$ cat config.mk
export PLATFORM = sky130hd
export DESIGN_NAME = windowed_watchdog_timer_top
export DESIGN_NICKNAME = d
export VERILOG_FILES = /design/src/rtl/wwdt_pkg.sv /design/src/rtl/windowed_watchdog_timer_top.sv
export SDC_FILE = /design/constraint.sdc
export NUM_CORES = 1
export LEC_CHECK = 0
export BUFFER_PORTS_ARGS = -buffer_cell sky130_fd_sc_hd__buf_2
export CAP_MARGIN = 20
export CELL_PAD_IN_SITES_DETAIL_PLACEMENT = 2
export CELL_PAD_IN_SITES_GLOBAL_PLACEMENT = 2
export CORE_MARGIN = 2
export CORE_UTILIZATION = 30
export CTS_CLUSTER_DIAMETER = 100
export CTS_CLUSTER_SIZE = 8
export DETAILED_ROUTE_END_ITERATION = 7
export GPL_ROUTABILITY_DRIVEN = 0
export PLACE_DENSITY_LB_ADDON = 0.25
export SETUP_SLACK_MARGIN = 0.02
export SYNTH_ARGS = -nofsm -noshare
export SYNTH_HDL_FRONTEND = slang
export SYNTH_SLANG_ARGS = --single-unit
$ cat constraint.sdc
create_clock -name clock -period 5.9 [get_ports clock]
set_input_delay 1.77 -clock clock [delete_from_list [all_inputs] [get_ports clock]]
set_output_delay 1.77 -clock clock [all_outputs]
set_load 0.005 [all_outputs]
$ cat src/rtl/wwdt_pkg.sv
// wwdt_pkg: shared types and constants for the windowed watchdog timer
// request and response payload structs, mode codes and default register map
// no dependencies
`default_nettype none

package wwdt_pkg;

   localparam int ADDR_W   = 16;
   localparam int DATA_W   = 8;
   localparam int CYCLES_W = 32;
   localparam int BASE_W   = 17;
   localparam int NIB_W    = 4;

   localparam logic [ADDR_W-1:0] DEFAULT_CTRL_ADDR    = 16'h0100;
   localparam logic [ADDR_W-1:0] DEFAULT_WINCTRL_ADDR = 16'h0101;
   localparam logic [ADDR_W-1:0] DEFAULT_INTCTRL_ADDR = 16'h0102;
   localparam logic [ADDR_W-1:0] DEFAULT_STATUS_ADDR  = 16'h0103;
   localparam logic [BASE_W-1:0] DEFAULT_BASE_PERIOD_CYCLES = 17'd128000;

   // bit positions inside the interrupt enable and status registers
   localparam int EWIE_BIT = 0;
   localparam int EWIF_BIT = 0;

   typedef enum logic [1:0] {
      MODE_TICK    = 2'd0,
      MODE_READ    = 2'd1,
      MODE_WRITE   = 2'd2,
      MODE_RESTART = 2'd3
   } wwdt_mode_type;

   typedef struct packed {
      wwdt_mode_type         mode;
      logic [ADDR_W-1:0]     address;
      logic [DATA_W-1:0]     write_data;
      logic [CYCLES_W-1:0]   tick_cycles;
   } wwdt_req_type;

   typedef struct packed {
      logic [DATA_W-1:0] read_data;
      logic              watchdog_reset;
      logic              interrupt_pending;
   } wwdt_rsp_type;

endpackage

`default_nettype wire

$ cat src/rtl/windowed_watchdog_timer_top.sv
// windowed_watchdog_timer_top: windowed watchdog with early warning flag
// four byte registers on a small bus, tick and restart requests
// depends on wwdt_pkg
`default_nettype none

// One request is taken per clock while the response side keeps taking results.
// The request is captured in an input register, and when the response register
// can advance a single pass of logic (a 32-bit saturating add, the half/full
// timeout compares and the register decode) updates the watchdog state and
// loads the response register, from which the response is presented. The
// sustained rate is one request per cycle while the response side keeps taking
// results; that add-and-compare chain sets the clock.
// Reaching the timeout, or a restart while the window is still closed,
// sets watchdog_reset in that response and returns all watchdog state registers to zero.
module windowed_watchdog_timer_top #(
   parameter logic [wwdt_pkg::ADDR_W-1:0] CTRL_ADDR    = wwdt_pkg::DEFAULT_CTRL_ADDR,
   parameter logic [wwdt_pkg::ADDR_W-1:0] WINCTRL_ADDR = wwdt_pkg::DEFAULT_WINCTRL_ADDR,
   parameter logic [wwdt_pkg::ADDR_W-1:0] INTCTRL_ADDR = wwdt_pkg::DEFAULT_INTCTRL_ADDR,
   parameter logic [wwdt_pkg::ADDR_W-1:0] STATUS_ADDR  = wwdt_pkg::DEFAULT_STATUS_ADDR,
   parameter logic [wwdt_pkg::BASE_W-1:0] BASE_PERIOD_CYCLES =
      wwdt_pkg::DEFAULT_BASE_PERIOD_CYCLES
) (
   input  wire logic                   clock,
   input  wire logic                   reset,
   input  wire logic                   req_valid,
   output logic                        req_ready,
   input  wire wwdt_pkg::wwdt_req_type req_data,
   output logic                        rsp_valid,
   input  wire logic                   rsp_ready,
   output wwdt_pkg::wwdt_rsp_type      rsp_data
);

   import wwdt_pkg::*;

   localparam logic [CYCLES_W-1:0] BASE32 = CYCLES_W'(BASE_PERIOD_CYCLES);

   // input stage
   logic         req_valid_ff;
   wwdt_req_type req_ff;
   // output stage
   logic         rsp_valid_ff;
   wwdt_rsp_type rsp_ff;
   logic         rsp_valid_in;
   wwdt_rsp_type rsp_in;

   // watchdog state
   logic [DATA_W-1:0]   ctrl_ff, ctrl_in;
   logic [DATA_W-1:0]   winctrl_ff, winctrl_in;
   logic [DATA_W-1:0]   intctrl_ff, intctrl_in;
   logic [DATA_W-1:0]   status_ff, status_in;
   logic                running_ff, running_in;
   logic [CYCLES_W-1:0] elapsed_ff, elapsed_in;
   logic [CYCLES_W-1:0] timeout_ff, timeout_in;
   logic [CYCLES_W-1:0] window_ff, window_in;

   logic advance;
   logic process;

   logic hit_ctrl, hit_win, hit_int, hit_stat;
   logic [DATA_W-1:0]   new_ctrl, new_win;
   logic [NIB_W-1:0]    new_period, new_win_nib, cur_win_nib;
   logic [CYCLES_W:0]   sum_wide;
   logic [CYCLES_W-1:0] sum_sat, half;
   logic                fired;
   logic [DATA_W-1:0]   rdata;

   function automatic logic [CYCLES_W-1:0] scaled_limit(input logic [NIB_W-1:0] nib);
      logic [NIB_W-1:0] sh;
      sh = nib - NIB_W'(1);
      return BASE32 << sh;
   endfunction

   function automatic logic [NIB_W-1:0] window_nibble(input logic [DATA_W-1:0] ctrl,
                                                      input logic [DATA_W-1:0] win);
      // a zero window address takes the window from the control high nibble
      if (WINCTRL_ADDR != '0) begin
         return win[NIB_W-1:0];
      end
      return ctrl[DATA_W-1:NIB_W];
   endfunction

   assign advance   = !rsp_valid_ff || rsp_ready;
   assign process   = req_valid_ff && advance;
   assign req_ready = !req_valid_ff || advance;
   assign rsp_valid = rsp_valid_ff;
   assign rsp_data  = rsp_ff;

   always_comb begin
      hit_ctrl = (req_ff.address == CTRL_ADDR);
      hit_win  = !hit_ctrl && (req_ff.address == WINCTRL_ADDR);
      hit_int  = !hit_ctrl && !hit_win && (req_ff.address == INTCTRL_ADDR);
      hit_stat = !hit_ctrl && !hit_win && !hit_int && (req_ff.address == STATUS_ADDR);

      new_ctrl    = hit_ctrl ? req_ff.write_data : ctrl_ff;
      new_win     = hit_win ? req_ff.write_data : winctrl_ff;
      new_period  = new_ctrl[NIB_W-1:0];
      new_win_nib = window_nibble(new_ctrl, new_win);
      cur_win_nib = window_nibble(ctrl_ff, winctrl_ff);

      sum_wide = {1'b0, elapsed_ff} + {1'b0, req_ff.tick_cycles};
      sum_sat  = sum_wide[CYCLES_W] ? '1 : sum_wide[CYCLES_W-1:0];
      half     = timeout_ff >> 1;

      ctrl_in    = ctrl_ff;
      winctrl_in = winctrl_ff;
      intctrl_in = intctrl_ff;
      status_in  = status_ff;
      running_in = running_ff;
      elapsed_in = elapsed_ff;
      timeout_in = timeout_ff;
      window_in  = window_ff;
      fired      = 1'b0;
      rdata      = '0;

      if (process) begin
         unique case (req_ff.mode)
            MODE_TICK: begin
               if (running_ff) begin
                  elapsed_in = sum_sat;
                  if (elapsed_ff < half && sum_sat >= half) begin
                     status_in[EWIF_BIT] = 1'b1;
                  end
                  if (sum_sat >= timeout_ff) begin
                     fired = 1'b1;
                  end
               end
            end
            MODE_READ: begin
               priority if (hit_ctrl) begin
                  rdata = ctrl_ff;
               end else if (hit_win) begin
                  rdata = winctrl_ff;
               end else if (hit_int) begin
                  rdata = intctrl_ff;
               end else if (hit_stat) begin
                  rdata = status_ff;
               end else begin
                  rdata = '0;
               end
            end
            MODE_WRITE: begin
               if (hit_ctrl || hit_win) begin
                  ctrl_in    = new_ctrl;
                  winctrl_in = new_win;
                  // a zero period stops the timer and keeps the old limits
                  if (new_period != '0) begin
                     running_in = 1'b1;
                     timeout_in = scaled_limit(new_period);
                     window_in  = (new_win_nib != '0) ? scaled_limit(new_win_nib) : '0;
                  end else begin
                     running_in = 1'b0;
                  end
               end else if (hit_int) begin
                  intctrl_in = req_ff.write_data;
               end else if (hit_stat && req_ff.write_data[EWIF_BIT]) begin
                  status_in[EWIF_BIT] = 1'b0;
               end
            end
            MODE_RESTART: begin
               // restart inside the closed window is a violation
               if (running_ff && cur_win_nib != '0 && elapsed_ff < window_ff) begin
                  fired = 1'b1;
               end else begin
                  elapsed_in = '0;
               end
            end
            default: begin
            end
         endcase

         if (fired) begin
            ctrl_in    = '0;
            winctrl_in = '0;
            intctrl_in = '0;
            status_in  = '0;
            running_in = 1'b0;
            elapsed_in = '0;
            timeout_in = '0;
            window_in  = '0;
         end
      end

      rsp_in.read_data         = rdata;
      rsp_in.watchdog_reset    = fired;
      rsp_in.interrupt_pending = intctrl_in[EWIE_BIT] && status_in[EWIF_BIT];

      rsp_valid_in = rsp_valid_ff;
      if (advance) begin
         rsp_valid_in = req_valid_ff;
      end
   end

   always_ff @(posedge clock) begin
      if (reset) begin
         req_valid_ff <= 1'b0;
         rsp_valid_ff <= 1'b0;
         ctrl_ff      <= '0;
         winctrl_ff   <= '0;
         intctrl_ff   <= '0;
         status_ff    <= '0;
         running_ff   <= 1'b0;
         elapsed_ff   <= '0;
         timeout_ff   <= '0;
         window_ff    <= '0;
      end else begin
         if (req_ready) begin
            req_valid_ff <= req_valid;
         end
         rsp_valid_ff <= rsp_valid_in;
         ctrl_ff      <= ctrl_in;
         winctrl_ff   <= winctrl_in;
         intctrl_ff   <= intctrl_in;
         status_ff    <= status_in;
         running_ff   <= running_in;
         elapsed_ff   <= elapsed_in;
         timeout_ff   <= timeout_in;
         window_ff    <= window_in;
      end
   end

   always_ff @(posedge clock) begin
      if (req_ready && req_valid) begin
         req_ff <= req_data;
      end
      if (process) begin
         rsp_ff <= rsp_in;
      end
   end

endmodule

`default_nettype wire
Word level (Yosys, flattened, before mapping):

Cells that the tools add are included.

* add/sub/neg operators: 3
* $lt $le $gt $ge: 4
* equal/unequal tests: 10
* shift operators: 2
* muxes and demuxes: 48
* reductions and logical operators: 37

Operators with widths (number)
* $mux W32: 13
* $mux W8: 15
* $eq A16 B9 Y1 const B: 4
* $pmux W32 S2: 1
* $shl A17 B4 Y32 const A: 2
* $add A32 B32 Y33: 1
* $ge A32 B31 Y1: 1
* $ge A32 B32 Y1: 1
* $lt A32 B31 Y1: 1
* $lt A32 B32 Y1: 1
* $reduce_and A4 Y1: 5
* $mux W1: 17
* $logic_and A1 B1 Y1: 12
* $reduce_bool A2 Y1: 6
* $reduce_bool A4 Y1: 3
* $sub A4 B1 Y4 const B: 2
* $ne A3 B3 Y1 const B: 2
* $logic_not A1 Y1: 5
* $eq A2 B2 Y1 const B: 2
* $pmux W1 S2: 2
* $logic_or A1 B1 Y1: 3
* $reduce_and A3 Y1: 1
* $reduce_bool A3 Y1: 1
* $eq A2 B1 Y1 const B: 1
* other kinds (2): 2

* flip-flop bits (word level): 192
* input bits: 62
* output and inout bits: 12

Longest topological paths before layout:

Gate-level depths: netlist (run 1).

* depth after elaboration: 17
* mapped depth: 23
* depth with buffers taken out: 22

Least setup slack after synthesis (run 1):

OpenSTA, ideal clock, no wires.

* kind: register -> register
* start point: reg req_ff[0] (netlist name)
* end point: reg elapsed_ff[13]
* arrival: 4.675 ns
* required time: 5.835 ns
* slack: 1.160 ns
* cell stages (with the launch flop): 22
* path buffers: 1
* clock period less this slack: 4.740 ns
* path through: edfxtp_1 > ha_1 > inv_1 > fa_1 > inv_1 > a21o_1 > a221o_1 > a41oi_1 > o21ai_0 > a21o_1 > a311oi_2 > xnor2_1 > nand2_1 > ha_1 > a21oi_1 > a21boi_0 > a2111oi_0 > o211a_1 > o22ai_1 > buf_2 > nor4_1 > a32o_1

* longest elaborated chain between the ends: 9

Ends and longest elaborated chain
* from (decl): RTL line windowed_watchdog_timer_top.sv:39 `wwdt_req_type req_ff;`
* from (signal assigned): RTL line windowed_watchdog_timer_top.sv:223 `req_ff <= req_data;`
* $add A32 B32 Y33 (*): RTL line windowed_watchdog_timer_top.sv:100 `sum_wide = {1'b0, elapsed_ff} + {1'b0, req_ff.tick_cycles};`
* $mux W32 (*): RTL line windowed_watchdog_timer_top.sv:101 `sum_sat = sum_wide[CYCLES_W] ? '1 : sum_wide[CYCLES_W-1:0];`
* $ge A32 B32 Y1 (*): RTL line windowed_watchdog_timer_top.sv:123 `if (sum_sat >= timeout_ff) begin`
* $mux W1 (*): RTL line windowed_watchdog_timer_top.sv:123
* $mux W1 (*): RTL line windowed_watchdog_timer_top.sv:118 `if (running_ff) begin`
* $pmux W1 S2 (*): RTL line windowed_watchdog_timer_top.sv:116 `unique case (req_ff.mode)`
* $mux W1 (*): RTL line windowed_watchdog_timer_top.sv:115 `if (process) begin`
* via fired: RTL line windowed_watchdog_timer_top.sv:64 `logic fired;`
* $ne A3 B3 Y1 (no line) / $reduce_bool A3 Y1 (equally long branches)
* $reduce_and A4 Y1 (no line)
* to (signal assigned): RTL line windowed_watchdog_timer_top.sv:215 `elapsed_ff <= elapsed_in;`
* to (decl): RTL line windowed_watchdog_timer_top.sv:52 `logic [CYCLES_W-1:0] elapsed_ff, elapsed_in;`

The timed path passes the listed nets; every way through them passes the cells marked *. The select of a mux whose other input is x is not followed.
A chain may end at the register's enable or synchronous reset.

Worst setup path in the final report (run 1):

* start point: reg req_ff[0] (netlist name)
* end point: reg ctrl_ff[5]

* longest elaborated chain between the ends: 9

Ends and longest elaborated chain
* $add A32 B32 Y33 (*): RTL line windowed_watchdog_timer_top.sv:100
* $mux W32 (*): RTL line windowed_watchdog_timer_top.sv:101
* $ge A32 B32 Y1 (*): RTL line windowed_watchdog_timer_top.sv:123
* $mux W1 (*): RTL line windowed_watchdog_timer_top.sv:123
* $mux W1 (*): RTL line windowed_watchdog_timer_top.sv:118
* $pmux W1 S2 (*): RTL line windowed_watchdog_timer_top.sv:116
* $mux W1 (*): RTL line windowed_watchdog_timer_top.sv:115
* $reduce_bool A2 Y1 (no line)
* $reduce_and A4 Y1 (no line)
* to (signal assigned): RTL line windowed_watchdog_timer_top.sv:210 `ctrl_ff <= ctrl_in;`
* to (decl): RTL line windowed_watchdog_timer_top.sv:47 `logic [DATA_W-1:0] ctrl_ff, ctrl_in;`

Mark *: on every way between the ends. The rest lies on a longest branch, timed or not. The select of a mux whose other input is x is not followed.

==> results of run 1 <==
area by class of cell:
type | count | area share
timing repair buffer | 102 | 0.0501
clock buffer | 19 | 0.0365
clock inverter | 13 | 0.0105
tap | 455 | 0.0469
inverter | 70 | 0.0217
multi-input combinational | 812 | 0.494
sequential | 172 | 0.340
sequential cells by signal, summed over array words and instances, names as in the netlist:
register      count
elapsed_ff       32
status_ff         1
ctrl_ff           8
window_ff        22
intctrl_ff        8
winctrl_ff        8
rsp_data         10
req_valid_ff      1
req_ff           58
running_ff        1
timeout_ff       22
rsp_valid         1
cells by family after synthesis:
group / after synthesis / synth area share
buffers and inverters: 106 / 0.0399
XOR/XNOR: 30 / 0.0258
flip-flops: 172 / 0.394
AND/OR/NAND/NOR: 297 / 0.142
adder cells (fa/ha/maj): 136 / 0.163
multiplexers: 25 / 0.0264
AO/OA/AOI/OAI: 324 / 0.209
critical path: stages (launching register included):
cell and delay, ps:
edfxtp_1 380, ha_1 240, inv_1 80, fa_1 210, inv_1 50, a21o_1 160
a221o_1 390, a41oi_2 240, buf_4 170, o21ai_0 150, a21o_1 270, a311oi_4 370
xnor2_1 160, nand2_1 110, ha_1 330, nand4_1 140, nor2_1 180, o311ai_0 180
o211a_1 150, o22ai_1 490, and2_1 340, nor3b_2 80, o21bai_2 280, a22o_1 270
per-layer routing:
layer  routed length (um)  part of all wire
met3                  787             0.023
met4                  758             0.022
met1                16000              0.47
met5                    0                 0
met2                16800              0.49
final timing paths:
check,from,to,slack [ps],cells past startpoint
worst max register to register,req_ff[0]$_DFFE_PP_,ctrl_ff[5]$_SDFFE_PP0P_,370,23
worst min register to register,elapsed_ff[0]$_SDFFE_PP0P_,elapsed_ff[0]$_SDFFE_PP0P_,460,2
worst min-delay path,elapsed_ff[0]$_SDFFE_PP0P_,elapsed_ff[0]$_SDFFE_PP0P_,460,2
worst max-delay path,req_ff[0]$_DFFE_PP_,ctrl_ff[5]$_SDFFE_PP0P_,370,23
timing repair:
item | CTS | global route
hold endpoints to repair | 0 | 0
gates resized for setup | 0 | 7
hold buffers | 0 | 0
setup buffers | 0 | 1
endpoints found under the setup margin | 0 | 36
synth_stat cells (5+ instances only):
cell and n:
and2_1 11, xor2_1 12, o21ai_0 68, nand2b_1 13
nand4_1 8, o211a_1 5, nor2_1 85, a22oi_1 18
a21oi_1 85, o21bai_1 7, clkbuf_1 25, a32o_1 11
inv_1 70, and3_1 16, nor2b_1 10, a22o_1 20
a21o_1 29, o31ai_1 5, o211ai_1 5, a211oi_1 6
xnor2_1 17, a31oi_1 7, mux2i_1 19, o21a_1 6
nor4_1 6, a311oi_1 5, dfxtp_1 104, nand3_1 16
edfxtp_1 68, o22ai_1 5, nand2_1 89, nor3_1 13
or3_1 5, ha_1 135, o32ai_1 5
power groups by stage:
stage / clock network, mW / registers, mW / logic [mW]
floorplan: 0 / 1.31 / 0.228
global placement: 0 / 1.33 / 0.332
detailed placement: 0 / 1.33 / 0.345
CTS: 1.17 / 1.30 / 0.349
global route: 1.22 / 1.30 / 0.397
finish: 1.13 / 1.30 / 0.348
per-stage QoR:
step | power, mW | worst slack (ps)
finish | 2.78 | 368
global placement | 1.66 | 319
global route | 2.92 | 68.8
detailed placement | 1.67 | 140
floorplan | 1.54 | 1160
CTS | 2.82 | 124
==> metrics.md, run 1 <==
| Metric | Value |
|---|---|
| CTS tree | done |
| Root buf cell | clkbuf_16 |
| Final period utilization | 0.938 |
| Die area | between 30,000 and 40,000 sq um |
| Distinct cells, synth | 81 |
| Clock Power Share | 0.407 |
| Final setup TNS | 0 ps |
| # diodes | 0 |
| Required @ worst endpoint | around 6300 ps |
| DRC | 0 |
| Synth top area cells | dfxtp_1, edfxtp_1, ha_1 |
| Final Hold Violating Endpoints | 0 |
| Inst Count DP | between 1,500 and 2,000 |
| Synthesized flop and latch total | around 170 |
| Clk_lat worst skew | 460 ps |
| Num Clock Sinks | approximately 170 |
| P_leak | between 4 and 5 nW |
| VDD IR max | 212 uV |
| WL per Instance | between 20 and 25 um |
| Minimum clock period | approximately 5500 ps |
| Switch share | 0.286 |
| Die X | around 190 um |
| Outcome | complete, no violations |
| Final max-slew violation count | 0 |
| # rows | between 60 and 70 |
| Worst-path maximum fanout | 5 |
| Worst Setup Path Type | flip-flop to flip-flop |
| Fin area | approximately 12,000 sq um |
| Async SR Flop Fraction | 0 |
| GRT met1 Usage | 0.246 |
| Final Util | 0.352 |
| Setup violators final | 0 |
| Largest net degree at the start of global routing | 61 |
| EDFF count, synth | a little under 70 |
| Drt total wl | 34,400 um |
| Post-Synthesis Cell Area | 10,500 sq um |
| Startpoint types | flip-flop |
| Tot GR Track Use | 0.197 |
| Commonest cells after routing, fill and taps aside | ha_1, dfxtp_1, nand2_1, a21oi_1, nor2_1 |
| Clock tree buffer depth | 2 |
| Area of the multi-input gates | roughly 6000 sq um |
| Total of max-cap violations | 0 |
| Remaining Overflow, GRT | 0 |
| Syn Inst Count | about 1,100 |
| # H-tree levels | 4 |
| Layout Area Growth over Synthesis | 15.8% |
| Via density | 5.27 |
| Syn_nets | 1,288 |
| Vias in the first global route | between 9,000 and 10,000 |
| Placed inst area | approximately 11,000 sq um |
| Sequential cell area | around 4100 sq um |
| Core area | approximately 34,000 sq um |
| Drt pass-1 iters | 4 |
| Hold Crit Class | flip-flop to flip-flop |
| IO Pins | 74 |
| I/O Buffers | between 70 and 80 |
| Hold WS | ~460 ps |
| Most common cell after layout, fill and taps aside | ha_1 |
| Met2 usage | 0.344 |
| Via count | 8,658 |
| Final Skew | about 10 ps |
| Fill cells | approximately 3,800 |
| Layout Nets | 1,373 |
| Synth Flop Type | dfxtp_1 |
| Initial Utilization | 0.304 |
| GR peak layer | met2 |
| Psw | 796 uW |
| YS warnings | 0 |
| Clk slew on worst S/H paths | 80 ps |
| Share of Yosys cell area claimed by the top area cell type | 0.199 |
| Seq/Total Area, Yosys | 0.394 |
| Final non-filler cell total | ~1,600 |
| Worst Tran Pin Value | around 900 ps |
| Syn Area/Cell | slightly below 10 sq um |
| RSZ-0062 raised after global routing | no |
| Internal power | ~2.0 mW |
| Iteration-0 DRC Markers | about 300 |
| Number of CTS-inserted buffers | 17 |
| Comb pwr share | 0.125 |
| Achievable clock frequency | approximately 0.18 GHz |
| Leading area contributor after synthesis | dfxtp_1 |
| Power Density | approximately 230 nW/um^2 |
| First-pass GRT wire length | 54,400 um |
| Antenna-violating nets left | 0 |
| CP arrival | a little under 6000 ps |
| Grt met3 use | 0.0318 |
| Slew HR | 0.399 |
| DPL Wire Length | 26,500 um |
| Sequential Power Share | 0.468 |
| Die height | 191 um |
| Layout cell share with drive strength beyond 1 | 0.141 |
| Initial antenna violation count | 0 |
| Crit. End Element | flip-flop |
(Power assumes the default switching activity.)
==> run 2: changes to the inputs <==
--- a/config.mk
+++ b/config.mk
@@ -10,7 +10,7 @@
 export CELL_PAD_IN_SITES_DETAIL_PLACEMENT = 2
 export CELL_PAD_IN_SITES_GLOBAL_PLACEMENT = 2
 export CORE_MARGIN = 2
-export CORE_UTILIZATION = 30
+export CORE_UTILIZATION = 39
 export CTS_CLUSTER_DIAMETER = 100
 export CTS_CLUSTER_SIZE = 8
 export DETAILED_ROUTE_END_ITERATION = 7
==> metrics.md, run 2 (same netlist as run 1, synthesis figures left out) <==
| Metric | Value |
|---|---|
| Crit. End Element | flip-flop |
| RSZ-0062 raised after global routing | no |
| Max reg flops | 58 |
| Antenna-violating nets left | 0 |
| Outcome | complete, no violations |
| Worst slack at placement | around 240 ps |
| Hold path start | elapsed_ff[2]$_SDFFE_PP0P_ |
| Die area | 28,200 sq um |
| Remaining Overflow, GRT | 0 |
| Drt pass-1 iters | 4 |
| Power Density | ~240 nW/um^2 |
| Hold Crit Class | flip-flop to flip-flop |
| Required @ worst endpoint | 6260 ps |
| WL per Instance | between 20 and 25 um |
| CTS tree | done |
| Final setup TNS | 0 ps |
| DPL Wire Length | between 20,000 and 30,000 um |
| Worst-path maximum fanout | 6 |
| Final Skew | between 20 and 25 ps |
| IO Pins | 74 |
| Largest net degree at the start of global routing | 35 |
| Core area | between 20,000 and 30,000 sq um |
| Sequential cell area | ~4100 sq um |
| Layout Nets | around 1,400 |
| Final period utilization | 0.934 |
| Worst Setup Path Type | flip-flop to flip-flop |
| Total of max-cap violations | 0 |
| Post-route setup slack | about 390 ps |
| Final max-slew violation count | 0 |
| Clk slew on worst S/H paths | 90 ps |
| I/O Buffers | 73 |
| Largest registers | req_ff x58, elapsed_ff x32 |
| Num Clock Sinks | between 150 and 200 |
| Reg2Reg Depth | 22 |
| Iteration-0 DRC Markers | between 400 and 500 |
| Slew HR | 0.319 |
| Hold Crit Depth | 2 |
| CP peak stage delay | between 400 and 500 ps |
| Worst Tran Pin Value | roughly 1000 ps |
| Most common cell after layout, fill and taps aside | ha_1 |
| Fill cells | between 2,000 and 3,000 |
| Startpoint types | flip-flop |
| Largest register by flop count | req_ff |
| Root buf cell | clkbuf_16 |
| Final non-filler cell total | between 1,500 and 2,000 |
| Final Hold Violating Endpoints | 0 |
| Hold WS | about 460 ps |
| # diodes | 0 |
| CP arrival | roughly 5900 ps |
| Initial antenna violation count | 0 |
| P_leak | 4.93 nW |
| DRC | 0 |
| Number of CTS-inserted buffers | 17 |
| Setup violators final | 0 |
| Crit-path leading delay family | compound AO/OA/AOI/OAI gates |
| Worst flop-to-flop path startpoint | req_ff[0]$_DFFE_PP_ |
| Critical-path cell list | ha_1 -> inv_1 -> fa_1 -> inv_1 -> a21o_1 -> a221o_1 -> a41oi_2 -> o21ai_0 -> a21o_1 -> a311oi_2 -> xnor2_1 -> nand2_1 -> ha_1 -> a21oi_1 -> a21boi_0 -> a2111oi_1 -> o211a_1 -> o22ai_2 -> buf_4 -> or3_1 -> o21bai_2 -> o2bb2ai_1 |
| Clk_lat worst skew | ~460 ps |
| Worst R2R Setup Slack | about 390 ps |
| Area of the multi-input gates | about 6000 sq um |
| Critical path's slowest cell | or3_1 |
| Hold EP | elapsed_ff[2]$_SDFFE_PP0P_ |
| # H-tree levels | 4 |
| Final Util | 0.457 |
| Clock tree buffer depth | 2 |
| Via count | slightly below 9,000 |
| Vias in the first global route | slightly below 10,000 |
| # rows | between 50 and 60 |
| Minimum clock period | roughly 5500 ps |
| Layout cell share with drive strength beyond 1 | 0.140 |
| Buffers and inverters on the worst path | 3 |
| Commonest cells after routing, fill and taps aside | ha_1, dfxtp_1, nand2_1, a21oi_1, nor2_1 |
| Die X | ~170 um |
| Initial Utilization | 0.400 |
| Inst Count DP | between 1,000 and 1,500 |
| First-pass GRT wire length | around 56,000 um |
| Achievable clock frequency | about 0.18 GHz |
| Layout Area Growth over Synthesis | 14.2% |
| Reg2reg end | ctrl_ff[2]$_SDFFE_PP0P_ |
| Tot GR Track Use | 0.256 |
| Drt total wl | between 30,000 and 40,000 um |
| Die height | between 150 and 200 um |
| VDD IR max | 174 uV |
| Via density | 5.88 |
## run 2: cell count changes in the layout (fill, tap and decap cells not counted), sizes merged
cell      delta
clkinvlp     -3
buf          -3
clkinv       +2
clkbuf       -1
inv          +2
## run 2: worst reg2reg max path, delay by kind of cell (launching register included)
| family | cells | cell delay, ps |
|---|---|---|
| simple gates | 2 | 510 |
| xor+xnor | 1 | 170 |
| fa+ha+maj | 3 | 750 |
| compound gates | 13 | 3270 |
| flops | 1 | 390 |
| buf+inv | 3 | 330 |
## run 2: worst max-delay path by stage
stage                   startpoint  slack, ps                           to  cells after the start
2_1_floorplan  req_ff[0]$_DFFE_PP_       1160  elapsed_ff[13]$_SDFFE_PP0P_                     21
3_3_place_gp   req_ff[0]$_DFFE_PP_        470        rsp_data[0]$_DFFE_PP_                     22
3_5_place_dp   req_ff[0]$_DFFE_PP_        240        rsp_data[0]$_DFFE_PP_                     22
4_1_cts        req_ff[0]$_DFFE_PP_         50      ctrl_ff[7]$_SDFFE_PP0P_                     22
5_1_grt        req_ff[0]$_DFFE_PP_         70  elapsed_ff[26]$_SDFFE_PP0P_                     23
6_report       req_ff[0]$_DFFE_PP_        390      ctrl_ff[2]$_SDFFE_PP0P_                     22
## run 2: timing repair
| item | in CTS | in global routing |
|---|---|---|
| setup endpoints to repair | 0 | 102 |
| hold buffers | 0 | 0 |
| buffers inserted | 0 | 3 |
| resized for setup | 0 | 6 |
## run 2: per-stage QoR
step | total power, mW | cell area [sq um]
2_1_floorplan | 1.54 | 10500
3_3_place_gp | 1.65 | 11300
3_5_place_dp | 1.67 | 11300
4_1_cts | 2.83 | 11900
5_1_grt | 2.92 | 12000
6_report | 2.82 | 12000
## run 2: where the power goes
group	switching, mW	internal [mW]	leakage, nW
combinational	0.214	0.144	3.15
sequential	0.0286	1.27	1.50
clock	0.588	0.574	0.289
## run 2: area by class of cell
type                            instances  area share
Clock buffer                           18      0.0359
Clock inverter                         14      0.0136
Sequential cell                       172       0.345
Timing Repair Buffer                   99      0.0500
Multi-Input combinational cell        812       0.499
Tap cell                              335      0.0350
Inverter                               70      0.0220
## run 2: routing by layer
layer | up-vias | track usage | wire, um
li1 | 4193 | - | -
met1 | 4493 | 0.313 | 15600
met2 | 187 | 0.460 | 18100
met3 | 57 | 0.0381 | 1130
met4 | 0 | 0.0813 | 930
met5 | - | 0 | 0
==> run 3: changes to the inputs <==
--- a/config.mk
+++ b/config.mk
@@ -9,6 +9,7 @@
 export CAP_MARGIN = 20
 export CELL_PAD_IN_SITES_DETAIL_PLACEMENT = 2
 export CELL_PAD_IN_SITES_GLOBAL_PLACEMENT = 2
+export CORE_ASPECT_RATIO = 1.2
 export CORE_MARGIN = 2
 export CORE_UTILIZATION = 39
 export CTS_CLUSTER_DIAMETER = 100
@@ -16,6 +17,8 @@
 export DETAILED_ROUTE_END_ITERATION = 7
 export GPL_ROUTABILITY_DRIVEN = 0
 export PLACE_DENSITY_LB_ADDON = 0.25
+export RECOVER_POWER = 100
+export REMOVE_ABC_BUFFERS = 1
 export SETUP_SLACK_MARGIN = 0.02
 export SYNTH_ARGS = -nofsm -noshare
 export SYNTH_HDL_FRONTEND = slang
==> metrics.md, run 3 (same netlist as run 1, synthesis figures left out) <==
| Metric | Value |
|---|---|
| Iteration-0 DRC Markers | between 300 and 400 |
| Largest net degree at the start of global routing | 43 |
| Number of CTS-inserted buffers | 17 |
| Vias in the first global route | just under 10,000 |
| Worst-path maximum fanout | 13 |
| Drt total wl | ~34,000 um |
| Layout Nets | ~1,400 |
| Initial Utilization | 0.398 |
| Antenna-violating nets left | 0 |
| Core area | between 20,000 and 30,000 sq um |
| Hold WS | ~460 ps |
| Final max-slew violation count | 82 |
| DRC | 0 |
| Final setup TNS | 0 ps |
| Final Hold Violating Endpoints | 0 |
| Worst Tran Pin Value | roughly 1900 ps |
| Commonest cells after routing, fill and taps aside | ha_1, dfxtp_1, nand2_1, a21oi_1, nor2_1 |
| P_leak | roughly 4.9 nW |
| WL per Instance | ~23 um |
| Hold EP | timeout_ff[27]$_SDFFE_PP0P_ |
| Num Clock Sinks | 172 |
| Clock tree buffer depth | 2 |
| Outcome | finished, violations left |
| # rows | between 60 and 70 |
| Root buf cell | clkbuf_16 |
| Area of the multi-input gates | between 6000 and 7000 sq um |
| Power Density | about 230 nW/um^2 |
| Startpoint types | flip-flop |
| Hold path start | timeout_ff[27]$_SDFFE_PP0P_ |
| Die area | about 28,000 sq um |
| I/O Buffers | 73 |
| Drt pass-1 iters | 4 |
| Crit. End Element | flip-flop |
| Via density | approximately 5.8 |
| Via count | between 8,000 and 9,000 |
| Max reg flops | between 50 and 60 |
| Initial antenna violation count | 0 |
| Required @ worst endpoint | between 6000 and 7000 ps |
| Total of max-cap violations | 3 |
| Grt met3 use | 0.0288 |
| Most common cell after layout, fill and taps aside | ha_1 |
| Largest registers | req_ff x58, elapsed_ff x32 |
| GR peak layer | met2 |
| IO Pins | between 70 and 80 |
| Worst Setup Path Type | flip-flop to flip-flop |
| VDD IR max | about 230 uV |
| Worst flop-to-flop path startpoint | req_ff[0]$_DFFE_PP_ |
| Reg2Reg Depth | 24 |
| CP arrival | between 6000 and 7000 ps |
| CTS tree | done |
| First-pass GRT wire length | about 53,000 um |
| Largest register by flop count | req_ff |
| Slew HR | -0.256 |
| DPL Wire Length | roughly 26,000 um |
| GRT met1 Usage | 0.269 |
| Hold Crit Class | flip-flop to flip-flop |
| Tot GR Track Use | 0.241 |
| Sequential cell area | just over 4000 sq um |
| Reg2reg end | elapsed_ff[12]$_SDFFE_PP0P_ |
| # diodes | 0 |
| Hold Crit Depth | 2 |
| Die height | approximately 180 um |
| Die X | about 150 um |
| Achievable clock frequency | around 0.18 GHz |
| Final Skew | 14.5 ps |
| Setup violators final | 0 |
| # H-tree levels | 4 |
| Layout Area Growth over Synthesis | 13.8% |
| Fill cells | about 2,900 |
| Remaining Overflow, GRT | 0 |
| Clk_lat worst skew | approximately 440 ps |
| Failing checks | capacitance limit, slew limit |
| Met2 usage | 0.464 |
| Layout cell share with drive strength beyond 1 | 0.130 |
| Worst R2R Setup Slack | between 200 and 250 ps |
| Minimum clock period | between 5000 and 6000 ps |
| Final period utilization | 0.964 |
| Power Total | around 2.8 mW |
| Clk slew on worst S/H paths | ~70 ps |
run 3: cell type report:
class	count	area share
flip-flops and latches	172	0.346
well taps	335	0.0351
inverters	70	0.0220
multi-input cells	812	0.505
repair buffers	95	0.0439
clock inverters	14	0.0123
clock buffers	18	0.0360
run 3: how the worst max path moves through the flow:
| stage | from | endpoint |
|---|---|---|
| 3_3_place_gp | req_ff[0]$_DFFE_PP_ | window_ff[19]$_SDFFE_PP0P_ |
| 5_1_grt | req_ff[0]$_DFFE_PP_ | elapsed_ff[26]$_SDFFE_PP0P_ |
| 3_5_place_dp | req_ff[0]$_DFFE_PP_ | ctrl_ff[5]$_SDFFE_PP0P_ |
| 4_1_cts | req_ff[0]$_DFFE_PP_ | elapsed_ff[29]$_SDFFE_PP0P_ |
| 6_report | req_ff[0]$_DFFE_PP_ | elapsed_ff[12]$_SDFFE_PP0P_ |
| 2_1_floorplan | req_ff[25]$_DFFE_PP_ | elapsed_ff[26]$_SDFFE_PP0P_ |
run 3: metrics by stage:
| step | area (sq um) | std cells | setup WS [ps] | utilization |
|---|---|---|---|---|
| 4_1_cts | 11800 | 1510 | 152 | 0.450 |
| 6_report | 11900 | 1516 | 213 | 0.453 |
| 5_1_grt | 11900 | 1516 | -63.4 | 0.453 |
| 3_5_place_dp | 11200 | 1478 | 124 | 0.427 |
| 2_1_floorplan | 10300 | 1054 | 242 | - |
| 3_3_place_gp | 11200 | 1477 | 148 | 0.426 |
run 3: what timing repair did:
action / 4_1_cts / 5_1_grt
hold endpoints to repair: 0 / 0
resized for setup: 4 / 12
pin swaps: 0 / 4
endpoints found under the setup margin: 8 / 85
cloned: 0 / 1
buffers inserted: 0 / 5
hold buffers: 0 / 0
run 3: where the power goes:
part	switching [mW]	internal, mW	total, mW
combinational	0.217	0.142	0.359
sequential	0.0282	1.27	1.30
clock	0.532	0.600	1.13
total	0.777	2.01	2.79
run 3: worst max-delay path: stages, from the launching register on:
cell,delay [ps]
edfxtp_1,380
ha_1,230
inv_1,70
fa_1,200
inv_1,50
a21o_1,170
a221o_1,370
a41oi_2,310
o21ai_0,190
a21o_1,270
a311oi_4,360
xnor2_1,180
nand2_1,130
ha_1,350
a21oi_1,180
a21boi_0,180
a2111oi_2,370
o211a_1,200
o22ai_1,110
buf_4,260
nor3_4,240
buf_4,190
buf_2,300
a22oi_1,160
nor2_1,130
run 3: per-layer routing:
metal	wire (um)	vias up
met3	739	50
met4	1100	0
met5	0	-
met2	18500	134
met1	13800	4427
li1	-	4188
